**src/rtl/bdq_pkg.sv**
```systemverilog
// Shared types and constants for the bounded deque core.
// No dependencies; used by bdq_cell, the top level and the checker.
package bdq_pkg;

  localparam int CAPACITY = 16;
  localparam int DATA_W   = 32;

  // Command codes on in_command
  localparam logic [1:0] CMD_APPEND = 2'd0;
  localparam logic [1:0] CMD_PUSH   = 2'd1;
  localparam logic [1:0] CMD_DELETE = 2'd2;
  localparam logic [1:0] CMD_LIST   = 2'd3;

  // Status codes on out_status
  localparam logic [1:0] ST_OK        = 2'd0;
  localparam logic [1:0] ST_NOT_FOUND = 2'd1;
  localparam logic [1:0] ST_FULL      = 2'd2;
  localparam logic [1:0] ST_EMPTY     = 2'd3;

  typedef enum logic [2:0] {
    CELL_HOLD,
    CELL_APPEND,
    CELL_PUSH,
    CELL_DELETE,
    CELL_ROTATE
  } cell_op_t;

  // Broadcast control to every cell
  typedef struct packed {
    cell_op_t                  op;
    logic signed [DATA_W-1:0]  data;   // new word for append, key for delete
  } cell_ctl_t;

endpackage

```
**src/rtl/bdq_cell.sv**
```systemverilog
// One storage cell of the deque chain: a word and its occupied flag.
// Depends on bdq_pkg.
module bdq_cell (
  input  logic                              clk,
  input  logic                              rst_n,
  input  bdq_pkg::cell_ctl_t                ctl,
  input  logic signed [bdq_pkg::DATA_W-1:0] head_val,
  input  logic signed [bdq_pkg::DATA_W-1:0] left_val,
  input  logic                              left_occ,
  input  logic signed [bdq_pkg::DATA_W-1:0] right_val,
  input  logic                              right_occ,
  input  logic                              hit_in,
  output logic signed [bdq_pkg::DATA_W-1:0] val,
  output logic                              occ,
  output logic                              hit_out
);

  logic signed [bdq_pkg::DATA_W-1:0] val_r;
  logic                              occ_r;
  logic                              hit;

  // first match at or before this cell
  assign hit     = hit_in | (occ_r && (val_r == ctl.data));
  assign hit_out = hit;
  assign val     = val_r;
  assign occ     = occ_r;

  always_ff @(posedge clk) begin
    if (!rst_n) begin
      occ_r <= 1'b0;
    end else begin
      case (ctl.op)
        bdq_pkg::CELL_APPEND: begin
          if (!occ_r && left_occ) begin
            val_r <= ctl.data;
            occ_r <= 1'b1;
          end
        end
        bdq_pkg::CELL_PUSH: begin
          val_r <= left_val;
          occ_r <= left_occ;
        end
        bdq_pkg::CELL_DELETE: begin
          if (hit) begin
            val_r <= right_val;
            occ_r <= right_occ;
          end
        end
        bdq_pkg::CELL_ROTATE: begin
          if (occ_r) begin
            val_r <= right_occ ? right_val : head_val;
          end
        end
        default: begin
        end
      endcase
    end
  end

endmodule

```
**src/rtl/bounded_deque_with_delete_core.sv**
```systemverilog
// Append/push answer in the cycle after accept; delete passes through S_DEL, and
//   a non-empty list through S_LIST, before the result is registered. A list then
//   gives a word per cycle unless out_stall, count words in all. One command at a
//   time; a list holds the input to its last word, rotating one place per word.
// Reset (rst_n low, synchronous): count, occupied flags and handshake state clear;
//   stored words are left as they are. No clearing pass.
module bounded_deque_with_delete_core #(
  parameter int CAPACITY = bdq_pkg::CAPACITY
) (
  input  logic                              clk,
  input  logic                              rst_n,
  // command channel
  input  logic                              in_valid,
  output logic                              in_stall,
  input  logic [1:0]                        in_command,
  input  logic signed [bdq_pkg::DATA_W-1:0] in_item_value,
  // result channel
  output logic                              out_valid,
  input  logic                              out_stall,
  output logic signed [bdq_pkg::DATA_W-1:0] out_value,
  output logic [1:0]                        out_status,
  output logic                              out_last
);

  localparam int CW = $clog2(CAPACITY + 1);  // entry count
  localparam int RW = $clog2(CAPACITY);      // words left in a listing

  typedef enum logic [1:0] {S_IDLE, S_DEL, S_LIST} state_t;

  state_t                            state_r;
  logic [CW-1:0]                     cnt_r;
  logic [RW-1:0]                     rem_r;
  logic signed [bdq_pkg::DATA_W-1:0] key_r;
  logic                              out_valid_r;
  logic signed [bdq_pkg::DATA_W-1:0] out_value_r;
  logic [1:0]                        out_status_r;
  logic                              out_last_r;

  logic                              out_free;
  logic                              in_acc;
  logic                              full;
  logic                              found;
  bdq_pkg::cell_ctl_t                ctl;

  // chain wiring: cell 0 is the head
  logic signed [bdq_pkg::DATA_W-1:0] val_w [CAPACITY];
  logic                              occ_w [CAPACITY];
  logic                              hit_w [CAPACITY+1];

  // the output word slot is free when empty or being taken this cycle
  assign out_free = !out_valid_r || !out_stall;
  assign in_stall = !((state_r == S_IDLE) && out_free);
  assign in_acc   = in_valid && !in_stall;
  assign full     = (cnt_r == CW'(CAPACITY));
  assign found    = hit_w[CAPACITY];
  assign hit_w[0] = 1'b0;

  always_comb begin
    ctl.op   = bdq_pkg::CELL_HOLD;
    ctl.data = in_item_value;
    case (state_r)
      S_IDLE: begin
        if (in_acc && !full) begin
          if (in_command == bdq_pkg::CMD_APPEND) ctl.op = bdq_pkg::CELL_APPEND;
          if (in_command == bdq_pkg::CMD_PUSH)   ctl.op = bdq_pkg::CELL_PUSH;
        end
      end
      S_DEL: begin
        ctl.data = key_r;
        if (out_free) ctl.op = bdq_pkg::CELL_DELETE;
      end
      S_LIST: begin
        // rotate left one place per emitted word; head wraps to the tail
        if (out_free) ctl.op = bdq_pkg::CELL_ROTATE;
      end
      default: begin
      end
    endcase
  end

  for (genvar i = 0; i < CAPACITY; i++) begin : g_cell
    logic signed [bdq_pkg::DATA_W-1:0] lv;
    logic                              lo;
    logic signed [bdq_pkg::DATA_W-1:0] rv;
    logic                              ro;

    if (i == 0) begin : g_head
      assign lv = in_item_value;
      assign lo = 1'b1;
    end else begin : g_mid
      assign lv = val_w[i-1];
      assign lo = occ_w[i-1];
    end

    if (i == CAPACITY - 1) begin : g_tail
      assign rv = val_w[i];
      assign ro = 1'b0;
    end else begin : g_body
      assign rv = val_w[i+1];
      assign ro = occ_w[i+1];
    end

    bdq_cell u_cell (
      .clk       (clk),
      .rst_n     (rst_n),
      .ctl       (ctl),
      .head_val  (val_w[0]),
      .left_val  (lv),
      .left_occ  (lo),
      .right_val (rv),
      .right_occ (ro),
      .hit_in    (hit_w[i]),
      .val       (val_w[i]),
      .occ       (occ_w[i]),
      .hit_out   (hit_w[i+1])
    );
  end

  always_ff @(posedge clk) begin
    if (!rst_n) begin
      state_r     <= S_IDLE;
      cnt_r       <= '0;
      out_valid_r <= 1'b0;
    end else begin
      if (out_valid_r && !out_stall) out_valid_r <= 1'b0;
      case (state_r)
        S_IDLE: begin
          if (in_acc) begin
            case (in_command)
              bdq_pkg::CMD_APPEND, bdq_pkg::CMD_PUSH: begin
                out_valid_r  <= 1'b1;
                out_value_r  <= '0;
                out_last_r   <= 1'b1;
                out_status_r <= full ? bdq_pkg::ST_FULL : bdq_pkg::ST_OK;
                if (!full) cnt_r <= cnt_r + 1'b1;
              end
              bdq_pkg::CMD_DELETE: begin
                key_r   <= in_item_value;
                state_r <= S_DEL;
              end
              default: begin
                // list
                if (cnt_r == '0) begin
                  out_valid_r  <= 1'b1;
                  out_value_r  <= '0;
                  out_last_r   <= 1'b1;
                  out_status_r <= bdq_pkg::ST_EMPTY;
                end else begin
                  rem_r   <= RW'(cnt_r - 1'b1);
                  state_r <= S_LIST;
                end
              end
            endcase
          end
        end
        S_DEL: begin
          if (out_free) begin
            out_valid_r  <= 1'b1;
            out_value_r  <= '0;
            out_last_r   <= 1'b1;
            out_status_r <= found ? bdq_pkg::ST_OK : bdq_pkg::ST_NOT_FOUND;
            if (found) cnt_r <= cnt_r - 1'b1;
            state_r <= S_IDLE;
          end
        end
        S_LIST: begin
          if (out_free) begin
            out_valid_r  <= 1'b1;
            out_value_r  <= val_w[0];
            out_status_r <= bdq_pkg::ST_OK;
            out_last_r   <= (rem_r == '0);
            if (rem_r == '0) begin
              state_r <= S_IDLE;
            end else begin
              rem_r <= rem_r - 1'b1;
            end
          end
        end
        default: begin
          state_r <= S_IDLE;
        end
      endcase
    end
  end

  assign out_valid  = out_valid_r;
  assign out_value  = out_value_r;
  assign out_status = out_status_r;
  assign out_last   = out_last_r;

endmodule

```
**config.mk**
```make
export PLATFORM = sky130hd
export DESIGN_NAME = bounded_deque_with_delete_core
export DESIGN_NICKNAME = d
export VERILOG_FILES = /design/src/rtl/bdq_pkg.sv /design/src/rtl/bdq_cell.sv /design/src/rtl/bounded_deque_with_delete_core.sv
export SDC_FILE = /design/constraint.sdc
export NUM_CORES = 2
export LEC_CHECK = 0
export BUFFER_PORTS_ARGS = -buffer_cell sky130_fd_sc_hd__buf_4
export CORE_MARGIN = 2
export CORE_UTILIZATION = 45
export DETAILED_ROUTE_END_ITERATION = 6
export SLEW_MARGIN = 20
export SYNTH_ARGS = -nofsm -noshare
export SYNTH_HDL_FRONTEND = slang
export SYNTH_SLANG_ARGS = --single-unit
```
**constraint.sdc**
```tcl
create_clock -name clk -period 11.52 [get_ports clk]
set_clock_uncertainty 0.05 [all_clocks]
set_input_delay 0.576 -clock clk [delete_from_list [all_inputs] [get_ports clk]]
set_output_delay 0.576 -clock clk [all_outputs]
set_load 0.03 [all_outputs]
```
# Yosys cells after proc, flatten, opt, wreduce, memory -nomap -nowiden
# Index checks and enable logic that the tools add are counted.
[totals]
regBits = 607
input_bits = 38
out_inout_bits = 37
word_cells = 428
[classes]
add_sub_neg = 3
n_eq_ne = 87
mux = 176
bitwise_logic = 15
n_reduce_logical = 107
[op_table]
columns = ["operator", "n"]
rows = [
  ["$mux W32", 67],
  ["$pmux W32 S4", 15],
  ["$eq A32 B32 Y1", 16],
  ["$pmux W32 S3", 2],
  ["$ne A2 B1 Y1 const B", 47],
  ["$reduce_and A5 Y1", 14],
  ["$pmux W32 S2", 1],
  ["$pmux W1 S3", 16],
  ["$reduce_and A3 Y1", 15],
  ["$mux W1", 41],
  ["$logic_and A1 B1 Y1", 35],
  ["$ne A2 B2 Y1 const B", 13],
  ["$mux W5", 5],
  ["$mux W2", 11],
  ["$mux W4", 5],
  ["$logic_not A1 Y1", 19],
  ["$reduce_and A6 Y1", 3],
  ["$or A1 B1 Y1", 15],
  ["$reduce_and A7 Y1", 2],
  ["$pmux W2 S3", 2],
  ["$pmux W5 S2", 1],
  ["$pmux W3 S3", 1],
  ["$reduce_bool A3 Y1", 3],
  ["$pmux W1 S2", 4],
  ["24 further kinds", 35],
]

# Logic depth before layout (Yosys ltp)
[depth]
ltp_word = 22
ltp_mapped = 15

# By module
# Synthesis repeated with hierarchy kept, for this count alone.
[unflattened]
cells_unflattened = 4165
area_unflattened_um2 = 39435.3
[by_module_without_submodules]
columns = ["mod", "n_inst", "cells_each", "area_per_inst_um2", "seq_area_each_um2"]
rows = [
  ["bdq_cell (g_cell[10].u_cell ...)", 15, 244, 2238.4, 980.9],
  ["bounded_deque_with_delete_core", 1, 257, 3616.0, 2292.2],
  ["bdq_cell (g_cell[0].u_cell)", 1, 248, 2243.4, 980.9],
]

# Least setup slack after synthesis
# OpenSTA, ideal clock, no wires.
[synth_path]
path_kind = "flip-flop to flip-flop"
start = "reg state_r[1]"
end = "reg g_cell[10].u_cell.val_r, in the netlist g_cell[10].u_cell.val[0], enable pin"
setup_time_ns = 0.522
arrival_time_ns = 6.099
path_slack_ns = 4.849
path_stages_with_launch = 14
n_path_buf = 3
synth_period_minus_slack_ns = 6.671
cell_sequence = "dfxtp_1 > inv_1 > ha_1 > buf_6 > buf_12 > mux2i_1 > buf_4 > a2bb2oi_2 > o21ai_0 > or4_1 > nor3_1 > nor4_2 > and4_4 > a2111oi_1"
[synth_between]
elab_chain_cells = 16
elab_cells_between_ends = 50
classes_between = "20 x eq/ne; 3 x mux; 10 x bitwise; 17 x reduce/logical"
[synth_rtl]
columns = ["item", "line_no", "source"]
rows = [
  ["start: declaration", "bounded_deque_with_delete_core.sv:30", "state_t state_r;"],
  ["start signal: assignment", "bounded_deque_with_delete_core.sv:121", "state_r <= S_IDLE;"],
  ["start signal: assignment", "bounded_deque_with_delete_core.sv:139", "state_r <= S_DEL;"],
  ["start signal: assignment", "bounded_deque_with_delete_core.sv:150", "state_r <= S_LIST;"],
  ["$eq A2 B1 Y1", "bounded_deque_with_delete_core.sv:61", "case (state_r)"],
  ["$mux W32", "bounded_deque_with_delete_core.sv:61", ""],
  ["$eq A32 B32 Y1", "bdq_cell.sv:23", "assign hit = hit_in | (occ_r && (val_r == ctl.data));"],
  ["$logic_and A1 B1 Y1", "bdq_cell.sv:23", ""],
  ["$or A1 B1 Y1 (10 in a row)", "bdq_cell.sv:23", ""],
  ["$ne A2 B1 Y1 (no line)", "n/a", ""],
  ["$reduce_and A5 Y1 (no line) *", "n/a", ""],
  ["end signal: assignment", "bdq_cell.sv:35", "val_r <= ctl.data;"],
  ["end signal: assignment", "bdq_cell.sv:40", "val_r <= left_val;"],
  ["end signal: assignment", "bdq_cell.sv:45", "val_r <= right_val;"],
  ["end: declaration", "bdq_cell.sv:18", "logic signed [bdq_pkg::DATA_W-1:0] val_r;"],
]
# Mark *: on every way between the ends. The rest lies on a longest branch, timed or not.
# A chain may end at the register's enable or synchronous reset.

# Worst setup path after layout
[layout_path]
start = "reg state_r[1]"
end = "reg g_cell[14].u_cell.val_r, in the netlist g_cell[14].u_cell.val[19], enable pin"
[layout_between]
elab_chain_cells = 20
elab_cells_between_ends = 62
classes_between = "24 x eq/ne; 3 x mux; 14 x bitwise; 21 x reduce/logical"
[layout_rtl]
columns = ["item", "line_no"]
rows = [
  ["$eq A2 B1 Y1", "bounded_deque_with_delete_core.sv:61"],
  ["$mux W32", "bounded_deque_with_delete_core.sv:61"],
  ["$eq A32 B32 Y1", "bdq_cell.sv:23"],
  ["$logic_and A1 B1 Y1", "bdq_cell.sv:23"],
  ["$or A1 B1 Y1 (14 in a row)", "bdq_cell.sv:23"],
  ["$ne A2 B1 Y1 (no line)", "n/a"],
  ["$reduce_and A5 Y1 (no line) *", "n/a"],
  ["end signal: assignment", "bdq_cell.sv:35"],
  ["end signal: assignment", "bdq_cell.sv:40"],
  ["end signal: assignment", "bdq_cell.sv:45"],
  ["end: declaration", "bdq_cell.sv:18"],
]
# Marked as above.

==> results by group <==
Timing
  – Max Fclk: 0.1680 GHz
  – Post-Route Setup TNS: 0 ns
  – Minimum clock period: 5.951 ns
  – Endpoints failing hold: 0
  – Max-Slew Margin vs Limit: 21.77%
  – Final setup fails: 0
  – Fin crit share: 51.66%
  – Setup WS post-layout: 5.569 ns
  – Final Max Slew Viols: 0
  – RSZ-0062 raised after global routing: false
  – Worst slew pin tran: 1.173 ns

Floorplanning
  – Top-Level Pins: 75
  – Core ar.: 81,720 sq um
  – Die H: 290.7 microns
  – Die ar.: 84,500 sq um
  – Starting Density: 45.26%
  – Num rows: 105
  – Die width: 290.7 microns

Power and ir drop
  – P_sw: 0.003752 W
  – Leakage Power: 14.08 nW
  – Max VDD drop: 129.3 uV
  – Sequential power share: 39.6%
  – Internal: 0.005564 W
  – Clk pwr share: 24.8%
  – Pwr Density: 229.1 nW/um^2
  – Sw Share: 40.27%
  – Combinational fraction of design power: 35.7%

Drt
  – Vias: 31.53k
  – WL per Instance: 31.01 microns
  – 1st-iter DRT viols: 4,410
  – ANT nets after route: 0
  – Drt drc: 0
  – DRT Pass-1 Iters: 6
  – DRT Wirelength: 145,600 microns
  – Vias per inst: 6.716

Yosys
  – Gate Count Post-Synth: 3,681
  – Post-synth EDFFs: 583
  – Post-synthesis async set-or-reset flop share: 0%
  – Warnings, synthesis: 0
  – Synthesized area per cell: 10.05 sq um
  – Syn Std Cell Area: 36,980 sq um
  – Post-Syn Nets: 3,727
  – Distinct cells, synth: 78
  – Most used DFF post-synth: edfxtp_1
  – Seq/Total Area, Yosys: 48.63%
  – Flops & latches, synth: 607

Clock tree
  – Clock Latency Late Sink: 0.62 ns
  – Worst-path clk slew: 0.06 ns
  – H-Tree Depth: 3
  – Cts hold-fix bufs: 0
  – CTS tree: yes
  – Sink Count: 607
  – Post-CTS setup buffers: 0
  – Num CTS Buffers: 74
  – CTS Root Cell: clkbuf_16
  – Resize count post-CTS: 0
  – Clk buf depth: 3

Flow run
  – Max-cap violations: 0

Setup path
  – Arrival time at the worst endpoint: 6.16 ns
  – Start point of the critical path: state_r[1]
  – CP Class: flop to flop
  – Reg-to-reg setup timing slack: 5.57 ns
  – Crit-path max FO: 32
  – Worst reg2reg startpoint: state_r[1]
  – Cells along the critical path: inv_1 > ha_4 > buf_4 > mux2i_4 > xnor2_1 > nor4_1 > nand4_1 > nor3_2 > nor4_4 > nand4_1 > nor3_1 > a2111oi_4 > buf_4
  – Crit path capture: g_cell[14].u_cell.val[19]
  – CP max-delay cell: mux2i_4
  – Slowest Stage Delay on Critical Path: 0.92 ns
  – Crit path required time: 11.72 ns
  – Endpoint type of the worst setup path: flop
  – R2R depth: 13
  – CP Launch Type: flop
  – Reg-to-reg endpoint: g_cell[14].u_cell.val[19]

Global routing
  – Vias in the first global route: 29.13k
  – First-pass GRT wire length: 209,900 microns
  – Overflow after GRT: 0
  – Pin count of the biggest net entering global routing: 100
  – Initial antenna violation count: 0
  – Total GRT Usage: 33.65%

Placed design
  – IO buf count: 74
  – Pre-CTS setup slack: 5.584 ns
  – Placed wire-length estimate: 110,600 microns
  – Placer Congestion: 1.024

Layout
  – Nets: 3,612
  – Layout cells sized above 1: 10.07%
  – Core Util, Final: 49.77%
  – Multi-input gate area: 17,690 sq um
  – Area Growth Syn to Fin: 9.970%
  – Storage cell area: 17,990 sq um
  – # fillers: 7,531
  – Ant diodes: 0

Run status
  – Status: finished, final reports clean

Min path
  – Worst hold path type: input port to flop
  – Worst hold path startpoint: in_item_value[24]
cells by family after synthesis:
family / count (synthesis) / share of synthesized area [%]
compound gates: 632 / 14.20
fa+ha+maj: 8 / 0.2707
flops: 607 / 48.63
mux: 42 / 1.465
simple gates: 1510 / 18.49
xor+xnor: 509 / 12.05
buf+inv: 373 / 4.889
area by class of cell:
| class | instances | area share, % |
|---|---|---|
| timing repair buffer | 162 | 3.058 |
| inverter | 20 | 0.1846 |
| clock buffer | 97 | 5.045 |
| multi-input combinational | 2701 | 43.49 |
| clock inverter | 38 | 0.7045 |
| tap | 1070 | 3.292 |
| sequential | 607 | 44.23 |
stage by stage:
stage	power [W]	std cells	hold WS, ns	cell area (sq um)
2_1_floorplan	0.005704	3681	0.3996	36980
3_3_place_gp	0.006897	4558	0.4190	38280
3_5_place_dp	0.006945	4560	0.4510	38320
4_1_cts	0.009228	4695	0.1072	40660
5_1_grt	0.009640	4695	0.1201	40670
6_report	0.009316	4695	0.1279	40670
per-layer routing:
layer  part of all wire (%)  global-route usage [%]
met4                    7.6                   22.38
met3                    8.8                   3.839
met1                     40                   45.66
met5                      0                  0.1702
met2                     44                   50.97
state kept, by name (all words and copies together), names as in the netlist:
name / flops
out_last: 1
key_r: 32
out_status: 2
rem_r: 4
out_value: 32
g_cell.u_cell.occ: 16
state_r: 2
g_cell.u_cell.val: 512
cnt_r: 5
out_valid: 1
worst max-delay path: cells and delay by family, from the launching register on:
| family | cells | cell delay, ns |
|---|---|---|
| AOI/OAI and AO/OA | 1 | 0.31 |
| and+or+nand+nor | 6 | 1.86 |
| muxes | 1 | 0.92 |
| xor gates and xnor gates | 1 | 0.18 |
| adders and majority gates | 1 | 0.36 |
| DFF | 1 | 0.34 |
| buffers and inverters | 3 | 1.42 |
synth_stat cells, drive strengths merged (5+ instances only):
cell type	n	area (sq um)
clkbuf	241	907.1
nor4b	8	76.32
a22oi	64	480.5
o211ai	35	267.8
dfxtp	24	480.5
buf	112	825.8
a21oi	21	105.1
nor2b	5	31.28
edfxtp	583	17510
nand4	51	331.6
a211oi	6	45.04
nand2	599	2248
o22ai	6	37.54
xnor2	475	4160
nand3b	14	105.1
nor4	182	1204
and2	38	237.7
a221oi	426	3737
a31oi	6	37.54
a221o	5	50.05
or3	35	219.0
nor2	481	1805
nand3	25	125.1
inv	20	75.07
o221a	5	56.30
xor2	34	297.8
o21ai	29	145.1
nand4b	5	43.79
ha	8	100.1
mux2i	41	530.5
a2111oi	10	115.1
nor3	41	215.2
nand2b	9	56.30
layout by cell type, fill, tap and decap left out, drive strengths merged, types with 14 or more instances in the layout:
cell type and instances:
xor2 34, nor3 41, a21oi 21, xnor2 475, or3 35, nand2 599
buf 162, a221oi 426, clkinv 28, dfxtp 24, a22oi 64, nor4 182
nand3 25, edfxtp 583, nand3b 14, mux2i 41, and2 38, nand4 51
o211ai 35, inv 22, clkbuf 97, nor2 481, o21ai 29
power groups by stage:
stage	clock network, W	registers (W)	logic, W
final	0.00231	0.00368	0.00332
after global routing	0.00240	0.00371	0.00353
after CTS	0.00232	0.00366	0.00325
after detailed placement	0	0.00370	0.00324
after global placement	0	0.00369	0.00321
after floorplan	0	0.00355	0.00215
worst min-delay path by stage:
stage | end | slack (ns) | cells past startpoint
2_1_floorplan | cnt_r[4] | 0.40 | 2
3_3_place_gp | cnt_r[4] | 0.42 | 2
3_5_place_dp | cnt_r[4] | 0.45 | 2
4_1_cts | key_r[12] | 0.11 | 1
5_1_grt | key_r[9] | 0.12 | 1
6_report | key_r[24] | 0.13 | 1
No activity file was read; power rests on OpenSTA's default activity.
